## src/pst_pkg.sv

```systemverilog
// Shared types and constants for the packed slot table.
// Holds the table sizes, the transfer payload structs and the memory request structs.
// No dependencies.
`default_nettype none

package pst_pkg;

	// Table geometry.
	localparam int CAPACITY   = 256;
	localparam int ID_BITS    = 10;
	localparam int SLOT_BITS  = $clog2(CAPACITY);
	localparam int COUNT_BITS = $clog2(CAPACITY + 1);
	localparam int MAP_DEPTH  = 1 << ID_BITS;

	// Fixed payload field widths.
	localparam int ACTION_W = 2;
	localparam int HANDLE_W = 10;
	localparam int STATUS_W = 2;
	localparam int SLOT_W   = 8;
	localparam int COUNT_W  = 9;

	typedef logic [ACTION_W-1:0] action_t;
	typedef logic [STATUS_W-1:0] status_t;

	localparam action_t ACT_CREATE  = 2'd0;
	localparam action_t ACT_DESTROY = 2'd1;
	localparam action_t ACT_LOOKUP  = 2'd2;

	localparam status_t STS_OK   = 2'd0;
	localparam status_t STS_DEAD = 2'd1;
	localparam status_t STS_FULL = 2'd2;
	localparam status_t STS_WRAP = 2'd3;

	typedef enum logic [1:0] {
		S_IDLE,
		S_EXEC,
		S_FIX,
		S_DONE
	} fsm_state_t;

	typedef struct packed {
		action_t             action;
		logic [HANDLE_W-1:0] handle;
	} req_t;

	typedef struct packed {
		status_t             status;
		logic [HANDLE_W-1:0] new_handle;
		logic [SLOT_W-1:0]   slot;
		logic                moved;
		logic [SLOT_W-1:0]   moved_from;
		logic [COUNT_W-1:0]  live_count;
	} rsp_t;

	typedef struct packed {
		logic                 valid;
		logic [SLOT_BITS-1:0] slot;
	} map_entry_t;

	typedef struct packed {
		logic               rd_en;
		logic [ID_BITS-1:0] rd_addr;
		logic               wr_en;
		logic [ID_BITS-1:0] wr_addr;
		map_entry_t         wr_data;
	} map_req_t;

	typedef struct packed {
		logic                 rd_en;
		logic [SLOT_BITS-1:0] rd_addr;
		logic                 wr_en;
		logic [SLOT_BITS-1:0] wr_addr;
		logic [ID_BITS-1:0]   wr_data;
	} own_req_t;

endpackage

`default_nettype wire

```

## src/pst_owner_store.sv

```systemverilog
// Slot owner memory: the handle id that lives in each dense slot.
// One write port and one registered read port.
// Depends on pst_pkg.
`default_nettype none

module pst_owner_store (
	input  wire                          clk,
	input  pst_pkg::own_req_t            req,
	output logic [pst_pkg::ID_BITS-1:0]  rd_data
);

	logic [pst_pkg::ID_BITS-1:0] mem_q [pst_pkg::CAPACITY];
	logic [pst_pkg::ID_BITS-1:0] rd_data_q;

	always_ff @(posedge clk) begin
		if (req.wr_en) begin
			mem_q[req.wr_addr] <= req.wr_data;
		end
		if (req.rd_en) begin
			rd_data_q <= mem_q[req.rd_addr];
		end
	end

	assign rd_data = rd_data_q;

endmodule

`default_nettype wire

```

## config.mk

```make
export PLATFORM = sky130hd
export DESIGN_NAME = pst_owner_store
export DESIGN_NICKNAME = d
export VERILOG_FILES = /design/src/pst_pkg.sv /design/src/pst_owner_store.sv
export SDC_FILE = /design/constraint.sdc
export NUM_CORES = 2
export LEC_CHECK = 0
export BUFFER_PORTS_ARGS = -buffer_cell sky130_fd_sc_hd__buf_2
export CAP_MARGIN = 20
export CORE_MARGIN = 2
export CORE_UTILIZATION = 30
export CTS_CLUSTER_DIAMETER = 50
export DETAILED_ROUTE_END_ITERATION = 8
export PLACE_DENSITY = 0.53
export SLEW_MARGIN = 15
export SYNTH_ARGS = -nofsm -noshare
export SYNTH_HDL_FRONTEND = slang
export SYNTH_SLANG_ARGS = --single-unit
```

## constraint.sdc

```tcl
create_clock -name clk -period 3 [get_ports clk]
set_clock_uncertainty 0.15 [all_clocks]
set_input_delay 0.15 -clock clk [delete_from_list [all_inputs] [get_ports clk]]
set_output_delay 0.15 -clock clk [all_outputs]
set_load 0.1 [all_outputs]
```

==> results.cfg <==
[placement]
placed_area_um2 = 110000
hpwlAfterDp_um = 180000
dp_cells = 9486
numPortBuffers = 38
gp_congestion = 0.829

[clocking]
clkSlewWorstSetupHoldPaths_ns = 0.06
cts_made_buffers = 300
htree_levels = 5
clock_latency_ns = 0.95
clockRootBuffer = clkbuf_16
cts_tree = built
clock_sinks = 2570
cts_buffer_depth = 4

[drt]
detail_route.wirelength_um = 281000
vias = 51000
ant_nets = 0
routed_via_density = 5.09
drc = 0
drtPass1Iterations = 5
wl_per_cell_um = 28.0
drtIter0Drc = 5282

[global_route]
grt_pass1_wl_um = 397000
grt_pass1_vias = 52100
grt_start_max_net_pins = 119
grt_overflow_total = 0
grt.total_usage = 0.166
antenna_found_initial = 20

[sta]
setup_viol = 0
hold_viol = 0
finalCriticalPeriod_ns = 2.97
slew_violations = 0
relSlewSlack = 0.269
worst_pin_slew_ns = 1.10
fmaxAchievable_mhz = 337
period_share = 0.988
rsz0062_at_grt = false

[hold_path]
hold_class = input pin to flip-flop

[layout]
drive_gt1_frac = 0.300
fin_util = 0.362
fill_cells = 30300
area_growth_pct = 20.1
num-nets-final = 5472
finalNonFillerCells = 10000
final_area_um2 = 119000

[synthesis]
syn_area_um2 = 99400
synthXorXnorAreaFrac = 0
yosys_warnings = 0
synth_top_family_by_area = multiplexers
syn_area_per_cell_um2 = 21.4
yosysUniqueCellTypes = 52
synth_compound_area_frac = 0.0370
synth_edf_count = 2570
synthSimpleGateAreaFrac = 0.0232
synth-seq-cells = 2570
async_flop_share = 0
ys.flop_type = edfxtp_1
synth_adder_area_share = 0
synth_nets = 4671
synth_mux_area_frac = 0.144
synth_seq_area_share = 0.777
syn_inst = 4642

[die]
io_pins = 39
die_h_um = 579
start_util = 0.301
rows = 211
die-area_um2 = 336000
fp.dieW_um = 579
core_area_um2 = 330000

[power]
power_mw = 78.3
cellPowerDensity_nw_per_um2 = 656
peakVddDrop_mv = 0.666
p_leak_nw = 38.1

[worst_setup_path]
cp.arrival_ns = 3.51
cp.required_ns = 3.54
worst-setup-path-type = flip-flop to flip-flop
end_kind = flip-flop
crit_path_max_fanout = 1
start_kind = flip-flop

[flow_run]
maxCapViolations = 0

[outcome]
status = completed
-- cells in the mapped netlist, drive strengths merged (10+ instances only) --
cell	n	area, um^2
nand2	47	176
a221oi	15	131
nand2b	12	75.1
mux2i	210	2100
nand3	39	195
clkbuf	132	497
a21oi	113	566
nor2b	24	150
o32ai	11	96.3
a311oi	10	93.8
a22o	13	114
o22ai	57	357
edfxtp	2570	77200
nor4	27	169
buf	152	1360
nand4	11	68.8
mux4	536	12200
o21ai	12	60.1
a31oi	11	68.8
nor2	292	1100
a211oi	10	75.1
a22oi	191	1430
o221ai	40	350
nor3	33	170
-- power by group --
group	switching (mW)	internal, mW	leakage, nW
sequential	0.0502	39.6	23.1
combinational	2.75	1.61	10.6
clock	14.1	20.2	4.46
total	16.9	61.4	38.1
-- final cells by class --
type	instances	area, um^2	share of cell area
multi-input cells	1785	20400	0.171
clock inverters	137	1150	0.00961
clock buffers	374	8040	0.0674
diodes	5	12.5	0.000105
well taps	4366	5460	0.0458
repair buffers	783	7110	0.0596
inverters	3	11.3	0.0000943
flip-flops and latches	2570	77200	0.647
-- cell usage in the layout, fill, tap and decap left out, types with 15 or more instances in the layout --
cell type	n
clkinv_2	36
edfxtp_1	2570
a22oi_1	191
nor4_1	25
nor2b_1	20
buf_2	25
clkinvlp_4	16
o22ai_1	57
mux4_2	495
nor3_1	31
dlygate4sd3_1	21
mux2i_1	210
nor2_1	289
a21oi_1	113
nand2_1	46
clkbuf_1	62
clkinv_1	42
inv_6	19
o221ai_1	40
mux4_1	41
nand3_1	36
buf_4	633
buf_12	92
clkbuf_16	312
a221oi_1	15
-- sequential cells by signal, summed over array words and instances (netlist names) --
name     count
mem_q     2560
rd_data     10
-- critical path, stage by stage (launching register included) --
cell and delay (ns):
edfxtp_1 0.36, mux4_2 0.47, o22ai_1 0.29, or3_1 0.21
o31ai_1 0.09, buf_4 0.18, o32ai_1 0.71, buf_4 0.24
nor3_1 0.05
-- worst paths after layout --
check	startpoint	end	slack [ns]	depth (start not counted)
max	mem_q[74][4]	rd_data[4]	0.03	8
min	req[8]	mem_q[25][8]	0.07	2
max reg2reg	mem_q[74][4]	rd_data[4]	0.03	8
min reg2reg	mem_q[206][3]	rd_data[3]	0.97	5
-- kinds of logic after synthesis --
| logic type | Yosys count |
|---|---|
| AO/OA/AOI/OAI | 525 |
| buffers and inverters | 287 |
| flip-flops | 2570 |
| AND/OR/NAND/NOR | 514 |
| multiplexers | 746 |
-- what timing repair did --
item,CTS,global route
gates cloned,0,0
gates resized for setup,2,1
pin swaps,0,0
hold endpoints to repair,2834,0
buffers inserted,0,0
hold buffers,21,0
endpoints found under the setup margin,2,1
-- through the flow --
step	hold slack, ns	setup TNS, ns	setup slack [ns]
final	0.0748	0	0.0345
after global routing	0.0915	0	0.0199
after CTS	0.0621	0	0.0476
after detailed placement	0.447	-3.68	-0.744
after global placement	0.437	-3.46	-0.716
after floorplan	0.0989	0	0.620
-- per-layer routing --
metal	GRT usage	vias up	share of wire
li1	-	21300	-
met1	0.225	27500	0.42
met2	0.269	1898	0.48
met3	0.0257	413	0.063
met4	0.0620	0	0.037
met5	0	-	0
(Power assumes the default switching activity.)
