## config.mk

```make
export PLATFORM = sky130hd
export DESIGN_NAME = pst_ctrl
export DESIGN_NICKNAME = d
export VERILOG_FILES = /design/src/pst_pkg.sv /design/src/pst_ctrl.sv
export SDC_FILE = /design/constraint.sdc
export NUM_CORES = 1
export LEC_CHECK = 0
export BUFFER_PORTS_ARGS = -buffer_cell sky130_fd_sc_hd__buf_2
export CAP_MARGIN = 30
export CORE_ASPECT_RATIO = 0.5
export CORE_MARGIN = 5
export CORE_UTILIZATION = 48
export CTS_BUF_LIST = sky130_fd_sc_hd__clkbuf_8
export DETAILED_ROUTE_END_ITERATION = 6
export GPL_ROUTABILITY_DRIVEN = 0
export PLACE_DENSITY_LB_ADDON = 0.05
export SLEW_MARGIN = 20
export SYNTH_ARGS = -nofsm -noshare
export SYNTH_HDL_FRONTEND = slang
export SYNTH_SLANG_ARGS = --single-unit
```

## constraint.sdc

```tcl
create_clock -name clk -period 3.2 [get_ports clk]
set_input_delay 0.64 -clock clk [delete_from_list [all_inputs] [get_ports clk]]
set_output_delay 0.64 -clock clk [all_outputs]
set_load 0.01 [all_outputs]
```

## src/pst_pkg.sv

```systemverilog
// Shared types and constants for the packed slot table.
// Holds the table sizes, the transfer payload structs and the memory request structs.
// No dependencies.
`default_nettype none

package pst_pkg;

	// Table geometry.
	localparam int CAPACITY   = 256;
	localparam int ID_BITS    = 10;
	localparam int SLOT_BITS  = $clog2(CAPACITY);
	localparam int COUNT_BITS = $clog2(CAPACITY + 1);
	localparam int MAP_DEPTH  = 1 << ID_BITS;

	// Fixed payload field widths.
	localparam int ACTION_W = 2;
	localparam int HANDLE_W = 10;
	localparam int STATUS_W = 2;
	localparam int SLOT_W   = 8;
	localparam int COUNT_W  = 9;

	typedef logic [ACTION_W-1:0] action_t;
	typedef logic [STATUS_W-1:0] status_t;

	localparam action_t ACT_CREATE  = 2'd0;
	localparam action_t ACT_DESTROY = 2'd1;
	localparam action_t ACT_LOOKUP  = 2'd2;

	localparam status_t STS_OK   = 2'd0;
	localparam status_t STS_DEAD = 2'd1;
	localparam status_t STS_FULL = 2'd2;
	localparam status_t STS_WRAP = 2'd3;

	typedef enum logic [1:0] {
		S_IDLE,
		S_EXEC,
		S_FIX,
		S_DONE
	} fsm_state_t;

	typedef struct packed {
		action_t             action;
		logic [HANDLE_W-1:0] handle;
	} req_t;

	typedef struct packed {
		status_t             status;
		logic [HANDLE_W-1:0] new_handle;
		logic [SLOT_W-1:0]   slot;
		logic                moved;
		logic [SLOT_W-1:0]   moved_from;
		logic [COUNT_W-1:0]  live_count;
	} rsp_t;

	typedef struct packed {
		logic                 valid;
		logic [SLOT_BITS-1:0] slot;
	} map_entry_t;

	typedef struct packed {
		logic               rd_en;
		logic [ID_BITS-1:0] rd_addr;
		logic               wr_en;
		logic [ID_BITS-1:0] wr_addr;
		map_entry_t         wr_data;
	} map_req_t;

	typedef struct packed {
		logic                 rd_en;
		logic [SLOT_BITS-1:0] rd_addr;
		logic                 wr_en;
		logic [SLOT_BITS-1:0] wr_addr;
		logic [ID_BITS-1:0]   wr_data;
	} own_req_t;

endpackage

`default_nettype wire

```

## src/pst_ctrl.sv

```systemverilog
// Sequencer for the packed slot table: issues memory reads, decides the operation,
// writes the memories back and builds the result. Keeps the live count and id counter.
// Depends on pst_pkg.
`default_nettype none

module pst_ctrl (
	input  wire                          clk,
	input  wire                          arst_n,
	input  wire                          req_valid,
	output logic                         req_ready,
	input  pst_pkg::req_t                req,
	input  wire                          out_free,
	output logic                         out_load,
	output pst_pkg::rsp_t                res,
	output pst_pkg::map_req_t            map_req,
	input  pst_pkg::map_entry_t          map_rd,
	input  wire                          map_busy,
	output pst_pkg::own_req_t            own_req,
	input  wire [pst_pkg::ID_BITS-1:0]   own_rd
);

	pst_pkg::fsm_state_t                 state_q, state_d;
	pst_pkg::action_t                    action_q;
	logic [pst_pkg::ID_BITS-1:0]         handle_q;
	logic [pst_pkg::COUNT_BITS-1:0]      count_q, count_n;
	logic [pst_pkg::ID_BITS-1:0]         idctr_q;
	logic                                ctr_inc;
	pst_pkg::rsp_t                       res_q, res_c;

	logic                                accept;
	logic                                live;
	logic                                full;
	logic [pst_pkg::COUNT_BITS-1:0]      last_c;
	logic [pst_pkg::SLOT_BITS-1:0]       last_slot;
	logic                                moving;
	logic                                fix_needed;

	assign accept = req_valid & req_ready;

	// Decode of the memory read data, valid in the execute state.
	always_comb begin
		last_c     = count_q - 1'b1;
		last_slot  = last_c[pst_pkg::SLOT_BITS-1:0];
		full       = (count_q >= pst_pkg::COUNT_BITS'(pst_pkg::CAPACITY));
		live       = map_rd.valid && (pst_pkg::COUNT_BITS'(map_rd.slot) < count_q);
		moving     = (map_rd.slot != last_slot);
		fix_needed = (action_q == pst_pkg::ACT_DESTROY) && live && moving;
	end

	always_comb begin
		state_d = state_q;
		unique case (state_q)
			pst_pkg::S_IDLE: begin
				if (accept) begin
					state_d = pst_pkg::S_EXEC;
				end
			end
			pst_pkg::S_EXEC: begin
				if (fix_needed) begin
					state_d = pst_pkg::S_FIX;
				end else if (out_free) begin
					state_d = pst_pkg::S_IDLE;
				end else begin
					state_d = pst_pkg::S_DONE;
				end
			end
			pst_pkg::S_FIX, pst_pkg::S_DONE: begin
				state_d = out_free ? pst_pkg::S_IDLE : pst_pkg::S_DONE;
			end
			default: state_d = pst_pkg::S_IDLE;
		endcase
	end

	always_comb begin
		map_req  = '0;
		own_req  = '0;
		res_c    = '0;
		count_n  = count_q;
		ctr_inc  = 1'b0;
		out_load = 1'b0;
		unique case (state_q)
			pst_pkg::S_IDLE: begin
				map_req.rd_en   = accept;
				map_req.rd_addr = (req.action == pst_pkg::ACT_CREATE) ?
					idctr_q : req.handle[pst_pkg::ID_BITS-1:0];
				// The owner of the last slot is only needed by a destroy, but reading
				// it for every operation keeps both reads in the same cycle.
				own_req.rd_en   = accept;
				own_req.rd_addr = last_slot;
			end
			pst_pkg::S_EXEC: begin
				case (action_q)
					pst_pkg::ACT_CREATE: begin
						if (full) begin
							res_c.status = pst_pkg::STS_FULL;
						end else if (map_rd.valid) begin
							res_c.status     = pst_pkg::STS_WRAP;
							res_c.new_handle = pst_pkg::HANDLE_W'(idctr_q);
							ctr_inc          = 1'b1;
						end else begin
							map_req.wr_en         = 1'b1;
							map_req.wr_addr       = idctr_q;
							map_req.wr_data.valid = 1'b1;
							map_req.wr_data.slot  = count_q[pst_pkg::SLOT_BITS-1:0];
							own_req.wr_en         = 1'b1;
							own_req.wr_addr       = count_q[pst_pkg::SLOT_BITS-1:0];
							own_req.wr_data       = idctr_q;
							count_n               = count_q + 1'b1;
							ctr_inc               = 1'b1;
							res_c.status          = pst_pkg::STS_OK;
							res_c.new_handle      = pst_pkg::HANDLE_W'(idctr_q);
							res_c.slot            = pst_pkg::SLOT_W'(count_q);
						end
					end
					pst_pkg::ACT_DESTROY: begin
						if (!live) begin
							res_c.status = pst_pkg::STS_DEAD;
						end else begin
							count_n      = last_c;
							res_c.status = pst_pkg::STS_OK;
							res_c.slot   = pst_pkg::SLOT_W'(map_rd.slot);
							map_req.wr_en = 1'b1;
							if (moving) begin
								// Repoint the last slot's owner now; the destroyed
								// handle is invalidated in the next cycle.
								map_req.wr_addr       = own_rd;
								map_req.wr_data.valid = 1'b1;
								map_req.wr_data.slot  = map_rd.slot;
								own_req.wr_en         = 1'b1;
								own_req.wr_addr       = map_rd.slot;
								own_req.wr_data       = own_rd;
								res_c.moved           = 1'b1;
								res_c.moved_from      = pst_pkg::SLOT_W'(last_slot);
							end else begin
								map_req.wr_addr = handle_q;
								map_req.wr_data = '0;
							end
						end
					end
					pst_pkg::ACT_LOOKUP: begin
						if (live) begin
							res_c.status = pst_pkg::STS_OK;
							res_c.slot   = pst_pkg::SLOT_W'(map_rd.slot);
						end else begin
							res_c.status = pst_pkg::STS_DEAD;
						end
					end
					default: res_c.status = pst_pkg::STS_OK;
				endcase
				res_c.live_count = pst_pkg::COUNT_W'(count_n);
				out_load         = out_free && !fix_needed;
			end
			pst_pkg::S_FIX: begin
				map_req.wr_en   = 1'b1;
				map_req.wr_addr = handle_q;
				map_req.wr_data = '0;
				out_load        = out_free;
			end
			pst_pkg::S_DONE: begin
				out_load = out_free;
			end
			default: ;
		endcase
	end

	always_ff @(posedge clk or negedge arst_n) begin
		if (!arst_n) begin
			state_q <= pst_pkg::S_IDLE;
			count_q <= '0;
			idctr_q <= '0;
		end else begin
			state_q <= state_d;
			count_q <= count_n;
			if (ctr_inc) begin
				idctr_q <= idctr_q + 1'b1;
			end
		end
	end

	always_ff @(posedge clk) begin
		if (accept) begin
			action_q <= req.action;
			handle_q <= req.handle[pst_pkg::ID_BITS-1:0];
		end
		if (state_q == pst_pkg::S_EXEC) begin
			res_q <= res_c;
		end
	end

	assign req_ready = (state_q == pst_pkg::S_IDLE) && !map_busy;
	assign res       = (state_q == pst_pkg::S_EXEC) ? res_c : res_q;

endmodule

`default_nettype wire

```

==> out/qor.yml <==
outcome: "complete, but fails checks"
failed_checks: "negative setup slack"
wl_um: 16500
area_delta_synth_final_pct: 48.5
overflow: 0
crit_type: "reg -> out"
max_slew_margin_pct: 56.5
slowest_stage: "or4_4"
drc: 0
die_h_um: 78.1
cp.buffers_inverters: 2
antenna_found_initial: 0
worstPathCellList: "or4_4 -> or3_4 -> a22oi_4 -> buf_12 -> nand3_4 -> a32oi_4 -> o22ai_4 -> buf_2"
finalMaxSlewViolations: 0
wl_per_cell_um: 20.0
htree_num_levels: 3
syn_area_per_cell_um2: 8.68
fin_nets: 757
tritoncts: "yes"
synth_warnings: 0
clk_latency_ns: 0.37
placementRows: 24
vias_per_cell: 6.03
clk_root_buffer_cell: "clkbuf_8"
via_count: 4964
fmax_mhz: 286
finalHoldViolCount: 0
drt_iter0_drc: 334
syn_area_um2: 4450
timing.final.ws_setup_ns: -0.296
required_ns: 2.56
startpoint_type: "flop"
grt_max_degree: 27
io_buffer_count: 134
diodes: 0
core-area_um2: 8860
cts_buffers: 9
top_layer_used: "met4"
grt_pass1_vias: 4945
tightest_slew_ns: 0.653
synth_fp_nets: 569
path_delay_family: "simple AND/OR/NAND/NOR gates"
synth.distinct_cells: 62
drive_gt1_share_pct: 46.7
powerDensity_nw_per_um2: 851
synth-edff-count: 12
rsz0062_at_grt: "yes"
dpl.hpwl_um: 11300
clk_pin_slew_ns: 0.09
clk_path_buf_depth: 2
crit_arrival_ns: 2.86
ys_seq_area_share_pct: 37.0
firstDrtPassIters: 5
critPathMaxFanout: 5
met3_length_um: 1500
finish.utilization_pct: 74.7
hold_buffers: 0
initial_core_util_pct: 50.3
fin_tns_setup_ns: -10.35
cts_sinks: 71
synthFlopType: "dfxtp_1"
ios: 135
met1_length_um: 6960
grt_usage_pct: 28.3
grt_pass1_wl_um: 25900
max-cap-violations: 0
crit_path_end_kind: "output port"
hold_class: "in -> async"
die_area_um2: 11400
clock_skew_ns: 0.0136
slowest_delay_ns: 0.55
die_w_um: 146
fin_crit_sh_pct: 109
synth_cells: 513
drtAntennaViolNets: 0
synth-seq-cells: 71
peakVddDrop_v: 0.000347
setup_violations: 53
p_leak_nw: 3.04
reg2reg_slack_ns: 0.57
fin_crit_ns: 3.50
async_reset_ff_share_pct: 29.6
wl_met2_um: 7670
## where the power goes
group	internal, W	total (W)	switching [W]
registers	0.00118	0.00139	0.000212
clock network	0.000283	0.000664	0.000381
logic	0.00149	0.00357	0.00207
## placed cells by master (no fill, tap or decap), types with 4 or more instances in the layout
cell       synthesis  routed
buf_2              5     127
buf_4              1      71
nand2_1           50      49
dfxtp_1           38      38
inv_1             36      28
nor2_1            29      28
a21oi_1           25      21
xnor2_1           19      19
a22o_1            19      19
ha_1              20      19
dfrtp_1           21      16
buf_6              4      16
nand3_1           13      13
o21ai_0           22      13
edfxtp_1          12      12
inv_2              1      10
o21ai_2            0       9
o2bb2ai_1         18       9
nand4_1            9       9
clkbuf_8           0       9
o22ai_1           13       8
a32oi_2            0       8
nor3_2             0       8
a22oi_1           10       8
nor4_4             1       6
xor2_1             6       6
nor3_1            14       6
and2_1             6       6
o31a_1             6       6
a21o_1             5       5
o2bb2ai_2          0       5
dfrtp_2            0       5
a211oi_1           4       4
o21ai_1            4       4
o22ai_2            0       4
o2bb2ai_4          0       4
buf_12             0       4
## area by class of cell
| type | count | area, um^2 |
|---|---|---|
| inverter | 37 | 139 |
| tap | 117 | 146 |
| multi-input combinational | 363 | 3050 |
| fill | 664 | 2240 |
| clock buffer | 9 | 124 |
| timing repair buffer | 219 | 1450 |
| sequential | 71 | 1650 |
| clock inverter | 7 | 48.8 |
## path summary, 6_finish.rpt
check | from | endpoint | depth (start not counted)
setup / recovery | count_q[1] | map_req[16] | 8
hold / removal | arst_n | idctr_q[8] | 1
hold reg to reg | res_q[22] | res_q[22] | 1
max in group asynchronous | arst_n | count_q[3] | 1
setup reg to reg | count_q[1] | state_q[1] | 9
min in group clk | req[5] | handle_q[5] | 1
## per-layer routing
| layer | vias up | global-route usage (%) |
|---|---|---|
| li1 | 2262 | - |
| met1 | 2394 | 36.3 |
| met2 | 267 | 46.4 |
| met3 | 41 | 7.77 |
| met4 | 0 | 10.3 |
| met5 | - | 0 |
## cell usage after synthesis, drive strengths merged, types with 3 or more instances
cell type   n  area [um^2]
nor4        8         65.1
a32oi      11         96.3
dfrtp      21          526
nand3      14         82.6
o31ai       4         30.0
edfxtp     12          360
o2bb2ai    18          158
o21ai      26          130
dfxtp      38          761
clkbuf     33          124
nor2       29          109
a31oi       4         25.0
o22ai      13         81.3
nand2      50          188
a21o        5         37.5
xnor2      19          166
buf        12         85.1
ha         20          250
a22o       19          166
and2        7         46.3
o31a        6         52.6
xor2        6         52.6
a21oi      26          134
inv        37          139
nor3       14         70.1
and3        4         25.0
a22oi      11         96.3
nand4       9         56.3
a211oi      4         30.0
o211ai      3         22.5
o21a        3         22.5
## sequential cells by signal (all words and copies together) (netlist names)
name,count
count_q,9
idctr_q,10
state_q,2
res_q,38
handle_q,10
action_q,2
## logic make-up after synthesis
logic type                 synth area share [%]
xor gates and xnor gates                   5.93
DFF                                        37.0
and+or+nand+nor                            16.9
AOI/OAI and AO/OA                          26.5
muxes                                     0.253
buffers and inverters                      7.81
adders and majority gates                  5.62
## through the flow
| step | power [W] | area [um^2] | hold WS [ns] | cells | setup WS, ns |
|---|---|---|---|---|---|
| after floorplan | 0.00312 | 4470 | 0.344 | 513 | 0.00550 |
| after global placement | 0.00420 | 5590 | 0.431 | 785 | -0.0992 |
| after detailed placement | 0.00423 | 5590 | 0.445 | 785 | -0.0964 |
| after CTS | 0.00529 | 6240 | 0.274 | 813 | -0.256 |
| after global routing | 0.00597 | 6610 | 0.294 | 823 | -0.378 |
| final | 0.00563 | 6610 | 0.276 | 823 | -0.296 |
## what timing repair did
action | 4_1_cts | 5_1_grt
setup buffers | 9 | 9
resized for setup | 72 | 56
endpoints found under the setup margin | 67 | 67
pin swaps | 25 | 40
gates cloned | 3 | 1
Power figures use the tool's default switching activity.
